File: config.mk
export PLATFORM = sky130hd
export DESIGN_NAME = utf8_byte_stream_decoder_core_flat
export DESIGN_NICKNAME = d
export VERILOG_FILES = /design/src/rtl/u8dec_pkg.sv /design/src/rtl/u8dec_if.sv /design/src/rtl/u8dec_in_stage.sv /design/src/rtl/u8dec_decode.sv /design/src/rtl/u8dec_out_stage.sv /design/src/rtl/utf8_byte_stream_decoder_core.sv /design/src/flat_wrapper.sv
export VERILOG_INCLUDE_DIRS = /design/src /design/src/rtl
export SDC_FILE = /design/constraint.sdc
export NUM_CORES = 1
export LEC_CHECK = 0
export ABC_AREA = 0
export BUFFER_PORTS_ARGS = -buffer_cell sky130_fd_sc_hd__buf_2
export CORE_ASPECT_RATIO = 0.6
export CORE_MARGIN = 2
export CORE_UTILIZATION = 26
export CTS_BUF_LIST = sky130_fd_sc_hd__clkbuf_8
export DETAILED_ROUTE_END_ITERATION = 6
export GPL_TIMING_DRIVEN = 1
export SLEW_MARGIN = 20
export SYNTH_ARGS = -nofsm -noshare
export SYNTH_HDL_FRONTEND = slang
export SYNTH_SLANG_ARGS = --single-unit
File: constraint.sdc
create_clock -name clk -period 7.4 [get_ports clk]
set_input_delay 1.85 -clock clk [delete_from_list [all_inputs] [get_ports clk]]
set_output_delay 1.85 -clock clk [all_outputs]
set_load 0.05 [all_outputs]
File: src/rtl/utf8_byte_stream_decoder_core_macros.svh
// Assertion macros used by the decoder RTL.
// Each macro expects signals named clk and rst in the including module.
`ifndef UTF8_BYTE_STREAM_DECODER_CORE_MACROS_SVH
`define UTF8_BYTE_STREAM_DECODER_CORE_MACROS_SVH

// The consequent must hold in the same cycle as the antecedent.
`define U8DEC_ASSERT_SAME(label, ante, cons, msg) \
  label: assert property (@(posedge clk) disable iff (rst) (ante) |-> (cons)) \
    else $error(msg);

// The consequent must hold in the cycle after the antecedent.
`define U8DEC_ASSERT_NEXT(label, ante, cons, msg) \
  label: assert property (@(posedge clk) disable iff (rst) (ante) |=> (cons)) \
    else $error(msg);

`endif

File: src/rtl/u8dec_pkg.sv
package u8dec_pkg;

  localparam int unsigned CpWidth  = 31;
  localparam int unsigned RemWidth = 3;

  localparam logic [7:0] ContMask = 8'hC0;
  localparam logic [7:0] ContTag  = 8'h80;
  localparam logic [7:0] Lead2    = 8'hC0;
  localparam logic [7:0] Lead3    = 8'hE0;
  localparam logic [7:0] Lead4    = 8'hF0;
  localparam logic [7:0] Lead5    = 8'hF8;
  localparam logic [7:0] Lead6    = 8'hFC;
  localparam logic [7:0] DataMask = 8'h3F;

  typedef struct packed {
    logic [7:0] byte_in;
    logic       string_end;
  } in_beat_t;

  typedef struct packed {
    logic [CpWidth-1:0] code_point;
    logic               error;
    logic               last_of_string;
  } result_t;

  // Number of continuation bytes that a lead byte announces.
  function automatic logic [RemWidth-1:0] lead_count(input logic [7:0] b);
    logic [RemWidth-1:0] n;
    n = '0;
    if (b >= Lead2) n = RemWidth'(1);
    if (b >= Lead3) n = RemWidth'(2);
    if (b >= Lead4) n = RemWidth'(3);
    if (b >= Lead5) n = RemWidth'(4);
    if (b >= Lead6) n = RemWidth'(5);
    return n;
  endfunction

  // Payload bits that a lead byte keeps.
  function automatic logic [7:0] lead_mask(input logic [RemWidth-1:0] n);
    logic [7:0] m;
    case (n)
      RemWidth'(1): m = 8'h1F;
      RemWidth'(2): m = 8'h0F;
      RemWidth'(3): m = 8'h07;
      RemWidth'(4): m = 8'h03;
      RemWidth'(5): m = 8'h01;
      default:      m = 8'h00;
    endcase
    return m;
  endfunction

endpackage

File: src/rtl/u8dec_if.sv
interface u8dec_byte_if;
  logic       valid;
  logic       ready;
  logic [7:0] byte_in;
  logic       string_end;

  modport source (output valid, output byte_in, output string_end, input ready);
  modport sink (input valid, input byte_in, input string_end, output ready);
endinterface

interface u8dec_code_if;
  logic                              valid;
  logic                              ready;
  logic [u8dec_pkg::CpWidth-1:0]     code_point;
  logic                              error;
  logic                              last_of_string;

  modport source (output valid, output code_point, output error,
                  output last_of_string, input ready);
  modport sink (input valid, input code_point, input error,
                input last_of_string, output ready);
endinterface

File: src/rtl/u8dec_in_stage.sv
module u8dec_in_stage (
  input  logic                clk,
  input  logic                rst,
  u8dec_byte_if.sink          bytes,
  input  logic                adv,
  output logic                held,
  output u8dec_pkg::in_beat_t beat
);

  logic take;

  // A new beat may enter whenever the register is empty or being drained.
  assign bytes.ready = !held || adv;
  assign take        = bytes.valid && bytes.ready;

  always_ff @(posedge clk) begin
    if (rst) begin
      held <= 1'b0;
    end else if (take) begin
      held <= 1'b1;
    end else if (adv) begin
      held <= 1'b0;
    end
  end

  always_ff @(posedge clk) begin
    if (take) begin
      beat.byte_in    <= bytes.byte_in;
      beat.string_end <= bytes.string_end;
    end
  end

endmodule

File: src/rtl/u8dec_decode.sv
`include "utf8_byte_stream_decoder_core_macros.svh"

module u8dec_decode (
  input  logic                clk,
  input  logic                rst,
  input  logic                adv,
  input  u8dec_pkg::in_beat_t beat,
  output logic                has_result,
  output u8dec_pkg::result_t  res
);

  logic [u8dec_pkg::CpWidth-1:0]  partial_code, partial_code_next;
  logic [u8dec_pkg::RemWidth-1:0] bytes_remaining, bytes_remaining_next;
  logic                           dropping, dropping_next;

  logic                           is_cont;
  logic [u8dec_pkg::RemWidth-1:0] count;
  logic [u8dec_pkg::RemWidth-1:0] rem_dec;
  logic [u8dec_pkg::CpWidth-1:0]  shifted;
  logic                           last;

  assign last    = beat.string_end;
  assign is_cont = (beat.byte_in & u8dec_pkg::ContMask) == u8dec_pkg::ContTag;
  assign count   = u8dec_pkg::lead_count(beat.byte_in);
  assign rem_dec = bytes_remaining - u8dec_pkg::RemWidth'(1);
  assign shifted = {partial_code[u8dec_pkg::CpWidth-7:0],
                    beat.byte_in[5:0] & u8dec_pkg::DataMask[5:0]};

  always_comb begin
    partial_code_next    = partial_code;
    bytes_remaining_next = bytes_remaining;
    dropping_next        = dropping;
    has_result           = 1'b0;
    res.code_point       = '0;
    res.error            = 1'b0;
    res.last_of_string   = last;

    if (dropping) begin
      if (last) begin
        dropping_next        = 1'b0;
        partial_code_next    = '0;
        bytes_remaining_next = '0;
      end
    end else if (bytes_remaining == '0) begin
      if (!beat.byte_in[7]) begin
        has_result     = 1'b1;
        res.code_point = u8dec_pkg::CpWidth'(beat.byte_in);
      end else if (is_cont || last) begin
        // A stray continuation byte, or a lead byte that ends the string.
        has_result           = 1'b1;
        res.error            = 1'b1;
        dropping_next        = !last;
        partial_code_next    = '0;
        bytes_remaining_next = '0;
      end else begin
        partial_code_next    = u8dec_pkg::CpWidth'(beat.byte_in & u8dec_pkg::lead_mask(count));
        bytes_remaining_next = count;
      end
    end else if (!is_cont) begin
      has_result           = 1'b1;
      res.error            = 1'b1;
      dropping_next        = !last;
      partial_code_next    = '0;
      bytes_remaining_next = '0;
    end else if (rem_dec == '0) begin
      has_result           = 1'b1;
      res.code_point       = shifted;
      partial_code_next    = '0;
      bytes_remaining_next = '0;
    end else if (last) begin
      // The string ends before the sequence is complete.
      has_result           = 1'b1;
      res.error            = 1'b1;
      partial_code_next    = '0;
      bytes_remaining_next = '0;
    end else begin
      partial_code_next    = shifted;
      bytes_remaining_next = rem_dec;
    end
  end

  always_ff @(posedge clk) begin
    if (rst) begin
      partial_code    <= '0;
      bytes_remaining <= '0;
      dropping        <= 1'b0;
    end else if (adv) begin
      partial_code    <= partial_code_next;
      bytes_remaining <= bytes_remaining_next;
      dropping        <= dropping_next;
    end
  end

  `U8DEC_ASSERT_SAME(a_drop_clear, dropping, (bytes_remaining == '0) && (partial_code == '0), "sequence state left over while dropping")
  `U8DEC_ASSERT_SAME(a_idle_clear, bytes_remaining == '0, partial_code == '0, "partial code kept with no sequence open")
  `U8DEC_ASSERT_SAME(a_drop_silent, adv && dropping, !has_result, "result produced while dropping")
  `U8DEC_ASSERT_NEXT(a_error_drops, adv && res.error && has_result && !last, dropping, "error did not start dropping")

endmodule

File: src/rtl/u8dec_out_stage.sv
module u8dec_out_stage (
  input  logic               clk,
  input  logic               rst,
  u8dec_code_if.source       codes,
  input  logic               adv,
  input  logic               has_result,
  input  u8dec_pkg::result_t res,
  output logic               free
);

  logic valid;

  assign free        = !valid || codes.ready;
  assign codes.valid = valid;

  always_ff @(posedge clk) begin
    if (rst) begin
      valid <= 1'b0;
    end else if (adv) begin
      valid <= has_result;
    end else if (codes.ready) begin
      valid <= 1'b0;
    end
  end

  always_ff @(posedge clk) begin
    if (adv && has_result) begin
      codes.code_point     <= res.code_point;
      codes.error          <= res.error;
      codes.last_of_string <= res.last_of_string;
    end
  end

endmodule

File: src/rtl/utf8_byte_stream_decoder_core.sv
// UTF-8 byte stream decoder.
// Channel bytes carries one raw byte per beat, with string_end set on the
// last byte of each string. Channel codes carries at most one result per
// input byte: a finished code point, or one error beat for a malformed
// string, after which the remaining bytes of that string are dropped and
// give no beat. last_of_string repeats string_end of the causing byte.
// A byte is taken into the input register, is decoded into the result
// register when the pipeline advances, and is then visible to the receiver.
// Throughput is one byte per cycle while the receiver keeps up, set by the
// single decode step that updates the partial code and the remaining count.
// When the receiver stalls, the result register holds its beat; one more
// byte is still taken into the input register, and further bytes wait.
// Synchronous reset empties both registers and clears the sequence state
// and the dropping flag; no beat is presented during reset.
module utf8_byte_stream_decoder_core (
  input  logic          clk,
  input  logic          rst,
  u8dec_byte_if.sink    bytes,
  u8dec_code_if.source  codes
);

  logic                held;
  logic                free;
  logic                adv;
  logic                has_result;
  u8dec_pkg::in_beat_t beat;
  u8dec_pkg::result_t  res;

  assign adv = held && free;

  u8dec_in_stage u_in (
    .clk  (clk),
    .rst  (rst),
    .bytes(bytes),
    .adv  (adv),
    .held (held),
    .beat (beat)
  );

  u8dec_decode u_dec (
    .clk       (clk),
    .rst       (rst),
    .adv       (adv),
    .beat      (beat),
    .has_result(has_result),
    .res       (res)
  );

  u8dec_out_stage u_out (
    .clk       (clk),
    .rst       (rst),
    .codes     (codes),
    .adv       (adv),
    .has_result(has_result),
    .res       (res),
    .free      (free)
  );

endmodule

File: src/flat_wrapper.sv
// flat-port wrapper written by rule: the top's interface ports become plain ports
module utf8_byte_stream_decoder_core_flat 
  (clk, rst, bytes_valid, bytes_byte_in, bytes_string_end, bytes_ready, codes_valid, codes_code_point, codes_error, codes_last_of_string, codes_ready);
  u8dec_byte_if bytes_i ();
  u8dec_code_if codes_i ();
  input  logic clk;
  input  logic rst;
  input wire logic [$bits(bytes_i.valid)-1:0] bytes_valid;
  input wire logic [$bits(bytes_i.byte_in)-1:0] bytes_byte_in;
  input wire logic [$bits(bytes_i.string_end)-1:0] bytes_string_end;
  output wire logic [$bits(bytes_i.ready)-1:0] bytes_ready;
  output wire logic [$bits(codes_i.valid)-1:0] codes_valid;
  output wire logic [$bits(codes_i.code_point)-1:0] codes_code_point;
  output wire logic [$bits(codes_i.error)-1:0] codes_error;
  output wire logic [$bits(codes_i.last_of_string)-1:0] codes_last_of_string;
  input wire logic [$bits(codes_i.ready)-1:0] codes_ready;
  assign bytes_i.valid = bytes_valid;
  assign bytes_i.byte_in = bytes_byte_in;
  assign bytes_i.string_end = bytes_string_end;
  assign bytes_ready = bytes_i.ready;
  assign codes_valid = codes_i.valid;
  assign codes_code_point = codes_i.code_point;
  assign codes_error = codes_i.error;
  assign codes_last_of_string = codes_i.last_of_string;
  assign codes_i.ready = codes_ready;
  utf8_byte_stream_decoder_core u_core (.clk(clk), .rst(rst), .bytes(bytes_i), .codes(codes_i));
endmodule
; ---- Yosys cells after proc, flatten, opt, wreduce, memory -nomap -nowiden
; Cells that the tools add are included.
; Widths: inputs -> output; s select.
[word_totals]
out_inout_bits = 35
input_bits = 13
regBits = 73
word_cells = 89
[classes]
n_eq_ne = 8
n_lt_le_gt_ge = 5
addsub = 1
bitwise_logic = 1
n_mux = 50
n_reduce_logical = 14
[ops]
columns = operator, count
row1 = $mux 25, 7
row2 = $mux 31, 2
row3 = $ge 8x8->1 const B, 5
row4 = $mux 8, 5
row5 = $mux 3, 12
row6 = $mux 32, 1
row7 = $pmux 5 s5, 1
row8 = $mux 1, 21
row9 = $and 8x8->8, 1
row10 = $mux 7, 1
row11 = $eq 3x2->1 const B, 2
row12 = $eq 3x3->1 const B, 2
row13 = $logic_not 3->1, 2
row14 = $reduce_bool 2->1, 2
row15 = $eq 3x1->1 const B, 1
row16 = $logic_and 1x1->1, 3
row17 = $logic_not 1->1, 3
row18 = $logic_or 1x1->1, 3
row19 = $ne 3x2->1 const B, 1
row20 = $reduce_and 3->1, 1
row21 = $sub 3x1->3 const B, 1
row22 = $eq 2x2->1 const B, 1
row23 = $ne 2x1->1 const B, 1

; ---- Depth between registers and ports, before layout
; Gate-level depths: netlist of the first run.
[logic_depth]
depth_word = 17
ltp_mapped = 8
ltp_nobuf = 6

; ---- Cells and area by module
; A second synthesis of the first run with hierarchy kept.
[hier_totals]
hier_cells = 208
hier_area_um2 = 2872.8
[by_module_without_submodules]
columns = mod, cells_per_inst, instances, area_per_inst_um2, seq_area_each_um2
row1 = u8dec_decode, 155, 1, 1490.2, 580.6
row2 = u8dec_out_stage, 38, 1, 1051.0, 1011.0
row3 = u8dec_in_stage, 14, 1, 325.3, 290.3
row4 = utf8_byte_stream_decoder_core, 1, 1, 6.3, 0.0

; ---- Worst setup path after synthesis of the first run
; OpenSTA, ideal clock, no wires.
[synth_path]
path_type = input port to flip-flop
startpoint = in codes_ready
endpoint = reg u_core.u_out.codes.code_point[0], enable pin
required_time_ps = 6894
arrival_time_ps = 5109
path_buffers = 0
slack_ps = 1785
setup_ps = 506
path_stages = 2
cell_sequence = nor2b_1 > nor4_1
[synth_via]
elab_chain_len = 3
[synth_lines]
columns = element, line
row1 = start: declaration, flat_wrapper.sv:16  ; input wire logic [$bits(codes_i.ready)-1:0] codes_ready;
row2 = $logic_or 1x1->1, u8dec_out_stage.sv:13  ; assign free = !valid || codes.ready;
row3 = $logic_and 1x1->1, utf8_byte_stream_decoder_core.sv:29  ; assign adv = held && free;
row4 = $logic_and 1x1->1, u8dec_out_stage.sv:27  ; if (adv && has_result) begin
row5 = end: declaration, u8dec_if.sv:18  ; modport source (output valid, output code_point, output error,
; No other way between the ends.
; A chain may end at the register's enable or synchronous reset.

; ---- Final worst setup path of the first run
[layout_path]
startpoint = in codes_ready
endpoint = out bytes_ready
[layout_via]
elab_chain_len = 3
[layout_lines]
columns = element, line
row1 = $logic_or 1x1->1, u8dec_out_stage.sv:13
row2 = $logic_and 1x1->1, utf8_byte_stream_decoder_core.sv:29
row3 = $logic_or 1x1->1, u8dec_in_stage.sv:13  ; assign bytes.ready = !held || adv;
row4 = end: declaration, flat_wrapper.sv:11  ; output wire logic [$bits(bytes_i.ready)-1:0] bytes_ready;
; No other way between the ends.

==> results of run 1 <==
## state kept, by name, indices dropped and copies added, names as in the netlist
signal	flops
u_core.u_out.codes.code_point	31
u_core.u_out.codes.last_of_string	1
u_core.u_dec.dropping	1
u_core.u_out.codes.valid	1
u_core.u_dec.bytes_remaining	3
u_core.u_in.beat	9
u_core.u_dec.partial_code	25
u_core.u_in.held	1
u_core.u_out.codes.error	1
## power by group through the flow
stage	registers (mW)	logic, mW	clock network [mW]
2_1_floorplan	0.496	0.0329	0
3_3_place_gp	0.464	0.0876	0
3_5_place_dp	0.464	0.0889	0
4_1_cts	0.455	0.0891	0.305
5_1_grt	0.456	0.0951	0.324
6_report	0.455	0.0881	0.297
## cells in the final DEF (no fill, tap or decap), types with 6 or more instances in the layout
master,n
a22o_1,20
dfxtp_1,31
clkbuf_8,9
buf_2,47
a21oi_1,12
edfxtp_1,42
inv_1,13
nand2_1,11
nand2b_1,6
and2_1,31
## cell type report
cell class	count	area, um^2	area share
Clock buffer	9	124	0.0358
Clock inverter	7	63.8	0.0185
Inverter	11	41.3	0.0119
Multi-Input combinational cell	131	921	0.266
Sequential cell	73	1880	0.545
Tap cell	139	174	0.0503
Timing Repair Buffer	49	250	0.0724
## through the flow
step / worst slack [ns] / power [mW] / utilization
2_1_floorplan: 1.78 / 0.528 / -
3_3_place_gp: 3.03 / 0.551 / 0.305
3_5_place_dp: 3.03 / 0.553 / 0.305
4_1_cts: 3.02 / 0.849 / 0.323
5_1_grt: 2.93 / 0.876 / 0.323
6_report: 3.02 / 0.840 / 0.323
## routing by layer
metal | share of wire | wire [um] | GRT usage | up-vias
met5 | 0 | 0 | 0 | -
met4 | 0.012 | 76 | 0.0331 | 0
met3 | 0.059 | 362 | 0.0430 | 8
met2 | 0.39 | 2370 | 0.148 | 54
met1 | 0.54 | 3320 | 0.157 | 896
li1 | - | - | - | 930
## worst max-delay path, stage by stage
cell and delay [ns]:
buf_2 0.10, nor2b_1 0.25, nand2_1 0.11, buf_2 0.22
## worst max path at each step
stage,end,slack (ns),cells after the start
after detailed placement,bytes_ready,3.03,4
after floorplan,u_core.u_out.codes.code_point[0]$_SDFFCE_PP0P_,1.78,2
final,bytes_ready,3.02,4
after global routing,bytes_ready,2.93,4
after CTS,bytes_ready,3.02,4
after global placement,bytes_ready,3.03,4
## kinds of logic after synthesis
family / share of synthesized area
DFF: 0.649
buffers and inverters: 0.0363
and+or+nand+nor: 0.159
AOI/OAI and AO/OA: 0.139
adders and majority gates: 0.0129
xor gates and xnor gates: 0.00302
==> impl_metrics.env, run 1 <==
export IMPL_slew_viol_final=0
export IMPL_vdd_drop_max_mv=0.0935
export IMPL_synth_enable_flop_cells=42
export IMPL_grt_max_degree=34
export IMPL_ant_nets=0
export IMPL_start_util=0.271
export IMPL_synth_common_cells="42 x edfxtp_1, 31 x and2_1, 31 x dfxtp_1, 20 x a22o_1, 12 x a21oi_1"
export IMPL_fillers=1056
export IMPL_hold_worst_slack_ns=0.468
export IMPL_drive_gt1_frac=0.250
export IMPL_r2r_end="u_core.u_out.codes.code_point[14]$_SDFFCE_PP0P_"
export IMPL_cts_repair_resized=0
export IMPL_synth_area_top_cells="edfxtp_1 44%, dfxtp_1 21%, and2_1 6.7%, a22o_1 6.0%, a21oi_1 2.1%"
export IMPL_die_w_um=140
export IMPL_cts_inserted_buffers=9
export IMPL_io_pins=48
export IMPL_dr_pass1_iters=4
export IMPL_syn_nets=243
export IMPL_ys_flop_type="edfxtp_1"
export IMPL_arrival_ns=2.53
export IMPL_cts_setup_buffers=0
export IMPL_power_leakage_nw=1.29
export IMPL_tns_ns=0
export IMPL_power_density_nw_per_um2=243
export IMPL_pwr_share_clk=0.353
export IMPL_htreeDepth=3
export IMPL_ys_ff_latch=73
export IMPL_synth_top_area_cell="edfxtp_1"
export IMPL_gr_usage_all_layers=0.108
export IMPL_final_hold_viol_count=0
export IMPL_fin_nets=291
export IMPL_grt_pass1_vias=1899
export IMPL_p_int_uw=618
export IMPL_synth_top_area_frac=0.435
export IMPL_hold_buffers=0
export IMPL_whs_endpoint="u_core.u_dec.partial_code[23]$_SDFFE_PP0P_"
export IMPL_grt_antenna_before_repair=0
export IMPL_worst_pin_slew_ns=0.747
export IMPL_detailed_place_hpwl_um=4280
export IMPL_path_clk_slew_ns=0.07
export IMPL_post_route_period_util=0.592
export IMPL_min_path_type="flip-flop to flip-flop"
export IMPL_worstPathMaxFanout=4
export IMPL_rsz0062_at_grt="false"
export IMPL_area_delta_synth_final_pct=19.2
export IMPL_vias=1888
export IMPL_status="finished clean"
export IMPL_synth_area_um2=2900
export IMPL_switchingPower_uw=221
export IMPL_viasPerCell=4.51
export IMPL_max_clock_freq_ghz=0.228
export IMPL_die_area_um2=12000
export IMPL_critical_path_startpoint_type="primary input"
export IMPL_hold_depth=1
export IMPL_r2r_start="u_core.u_dec.bytes_remaining[0]$_SDFFE_PP0P_"
export IMPL_skew_ns=0.00823
export IMPL_cp_end_kind="primary output"
export IMPL_grt_pass1_wl_um=9890
export IMPL_placed_cell_area_um2=3270
export IMPL_routabilityCongestion=0.870
export IMPL_tritoncts="yes"
export IMPL_portBuffers=47
export IMPL_finalNonFillerCells=419
export IMPL_drc_errors=0
export IMPL_synth_cell_type_count=41
export IMPL_swShare=0.264
export IMPL_drtIter0Drc=115
export IMPL_power_frac_seq=0.542
export IMPL_clock_latency_ns=0.34
export IMPL_avgSynthCellArea_um2=12.8
export IMPL_grt_overflow=0
export IMPL_core_um2=10700
export IMPL_yosysSeqAreaShare=0.649
export IMPL_wirelength_um=6130
export IMPL_min_from="u_core.u_dec.partial_code[23]$_SDFFE_PP0P_"
export IMPL_rr_worst_depth=7
export IMPL_die_height_um=85.8
export IMPL_routedWlPerCell_um=14.6
export IMPL_yosys_warnings=0
export IMPL_clock_sink_count=73
export IMPL_num_antenna_cells=0
export IMPL_crit_required_ns=5.55
export IMPL_critPathLaunch="codes_ready"
export IMPL_syn_instance_count=227
export IMPL_placed_cells=403
export IMPL_yosysMostFrequentCell="edfxtp_1"
export IMPL_relSlewSlack=0.498
export IMPL_pwr_share_comb=0.105
export IMPL_period_minus_slack_ns=4.38
export IMPL_rows=29
export IMPL_setup_violations=0
export IMPL_async_flop_share=0
export IMPL_maxCapViolCount=0
export IMPL_stdcell_area_um2=3460
export IMPL_rrSetupSlack_ns=4.97
export IMPL_root_buffer="clkbuf_8"
export IMPL_critPathKind="primary input to primary output"
export IMPL_cts_buffer_depth=2
(Power assumes the default switching activity.)
==> run 2: changes to the inputs <==
- clock period: 7.4 -> 3.8 ns (I/O delays scaled with it)
==> run 2 against run 1 <==
Compared with the run above:
- critical path depth did not move
- die area did not move
- setup slack got worse by 1.9 ns
- routed wire length fell by 1.5%
- design area rose by 1.3%
- largest power group unchanged
- highest routed layer unchanged
- non-clock buffer count rose by 1
- register-to-register slack got worse by 3.6 ns
- cell count rose by 0.24%
==> impl_metrics.env, run 2 (synthesis gave the netlist of run 1 again) <==
export IMPL_status="finished clean"
export IMPL_htreeDepth=3
export IMPL_path_buf_inv=2
export IMPL_cp_end_kind="primary output"
export IMPL_cpPeakStageDelay_ns=0.32
export IMPL_dr_pass1_iters=4
export IMPL_max_clock_freq_ghz=0.377
export IMPL_drive_gt1_frac=0.256
export IMPL_cpMostUsedCell="buf_2"
export IMPL_finalNonFillerCells=420
export IMPL_wirelength_um=6040
export IMPL_ant_nets=0
export IMPL_rrSetupSlack_ns=1.36
export IMPL_top_register="u_core.u_out.codes.code_point"
export IMPL_post_route_period_util=0.699
export IMPL_crit_cells=4
export IMPL_grt_overflow=0
export IMPL_setup_violations=0
export IMPL_placed_cells=404
export IMPL_rsz0062_at_grt="false"
export IMPL_power_leakage_nw=1.31
export IMPL_grt_antenna_before_repair=0
export IMPL_rows=29
export IMPL_grt_max_degree=34
export IMPL_fin_nets=292
export IMPL_r2r_end="u_core.u_out.codes.code_point[11]$_SDFFCE_PP0P_"
export IMPL_num_antenna_cells=0
export IMPL_place_ws_ns=1.15
export IMPL_routedWlPerCell_um=14.4
export IMPL_die_area_um2=12000
export IMPL_viasPerCell=4.56
export IMPL_clock_sink_count=73
export IMPL_path_clk_slew_ns=0.08
export IMPL_cts_repair_resized=0
export IMPL_die_height_um=85.8
export IMPL_gr_usage_all_layers=0.104
export IMPL_grt_pass1_wl_um=9630
export IMPL_routabilityCongestion=0.808
export IMPL_vias=1916
export IMPL_die_w_um=140
export IMPL_most_common_layout_cells="47 x buf_2, 42 x edfxtp_1, 31 x and2_1, 31 x dfxtp_1, 20 x a22o_1"
export IMPL_grt_pass1_vias=1848
export IMPL_portBuffers=47
export IMPL_largest_reg_flops=31
export IMPL_cts_setup_buffers=0
export IMPL_arrival_ns=1.70
export IMPL_cp_top_family="simple AND/OR/NAND/NOR gates"
export IMPL_critPathKind="primary input to primary output"
export IMPL_tritoncts="yes"
export IMPL_rr_worst_depth=7
export IMPL_detailed_place_hpwl_um=4280
export IMPL_final_hold_viol_count=0
export IMPL_top_regs="u_core.u_out.codes.code_point (31), u_core.u_dec.partial_code (25), u_core.u_in.beat (9)"
export IMPL_critical_path_startpoint_type="primary input"
export IMPL_setup_slack_ns=1.15
export IMPL_vdd_drop_max_mv=0.160
export IMPL_area_delta_synth_final_pct=20.8
export IMPL_min_path_type="flip-flop to flip-flop"
export IMPL_start_util=0.271
export IMPL_cts_inserted_buffers=9
export IMPL_power_density_nw_per_um2=490
export IMPL_clock_latency_ns=0.34
export IMPL_cp_endpoint="bytes_ready"
export IMPL_io_pins=48
export IMPL_critPathLaunch="codes_ready"
export IMPL_total_power_mw=1.72
export IMPL_skew_ns=0.00968
export IMPL_cts_buffer_depth=2
export IMPL_hold_buffers=0
export IMPL_worst_pin_slew_ns=0.789
export IMPL_crit_chain="buf_2 -> nor2b_1 -> nand2_1 -> buf_2"
export IMPL_worstPathMaxFanout=4
export IMPL_drtIter0Drc=122
export IMPL_crit_required_ns=2.85
export IMPL_drc_errors=0
export IMPL_root_buffer="clkbuf_8"
export IMPL_final_util=0.327
export IMPL_slew_viol_final=0
export IMPL_core_um2=10700
export IMPL_crit_path_top_delay_cell="nor2b_1"
export IMPL_period_minus_slack_ns=2.65
export IMPL_relSlewSlack=0.469
export IMPL_maxCapViolCount=0
export IMPL_tns_ns=0
export IMPL_final_common_cell="buf_2"
export IMPL_r2r_start="u_core.u_dec.bytes_remaining[1]$_SDFFE_PP0P_"
## run 2: worst min path at each step
stage | to | from | cells past startpoint
floorplan | u_core.u_dec.partial_code[19]$_SDFFE_PP0P_ | u_core.u_dec.partial_code[19]$_SDFFE_PP0P_ | 1
global placement | u_core.u_dec.partial_code[20]$_SDFFE_PP0P_ | u_core.u_dec.partial_code[20]$_SDFFE_PP0P_ | 1
detailed placement | u_core.u_dec.partial_code[21]$_SDFFE_PP0P_ | u_core.u_dec.partial_code[21]$_SDFFE_PP0P_ | 1
CTS | u_core.u_dec.partial_code[21]$_SDFFE_PP0P_ | u_core.u_dec.partial_code[21]$_SDFFE_PP0P_ | 1
global route | u_core.u_dec.partial_code[24]$_SDFFE_PP0P_ | u_core.u_dec.partial_code[24]$_SDFFE_PP0P_ | 1
finish | u_core.u_dec.partial_code[20]$_SDFFE_PP0P_ | u_core.u_dec.partial_code[20]$_SDFFE_PP0P_ | 1
## run 2: layer usage
layer  up-vias  GRT usage  routed length, um
li1        939          -                  -
met1       917      0.155               3410
met2        53      0.136               2270
met3         7     0.0357                278
met4         0     0.0386                 79
met5         -          0                  0
## run 2: power by group
part	leakage (nW)	switching [mW]	internal (mW)
sequential	0.651	0.0190	0.866
combinational	0.547	0.132	0.0415
clock	0.109	0.289	0.369
total	1.31	0.440	1.28
## run 2: final cells by class
type / instances / area [um^2]
Timing Repair Buffer: 50 / 258
Tap cell: 139 / 174
Multi-Input combinational cell: 131 / 927
Clock buffer: 9 / 124
Fill cell: 1075 / 7200
Sequential cell: 73 / 1880
Clock inverter: 7 / 95.1
Inverter: 11 / 41.3
## run 2: worst register-to-register path, delay by kind of cell (launching register included)
family          cells  cell delay [ns]
simple gates        2             0.69
buf+inv             2             0.54
flops               1             0.32
compound gates      2             0.30
fa+ha+maj           1             0.19
## run 2: metrics by stage
stage | cell area, um^2 | hold WS (ns)
floorplan | 2910 | 0.434
global placement | 3280 | 0.455
detailed placement | 3280 | 0.448
CTS | 3500 | 0.476
global route | 3500 | 0.487
finish | 3500 | 0.473
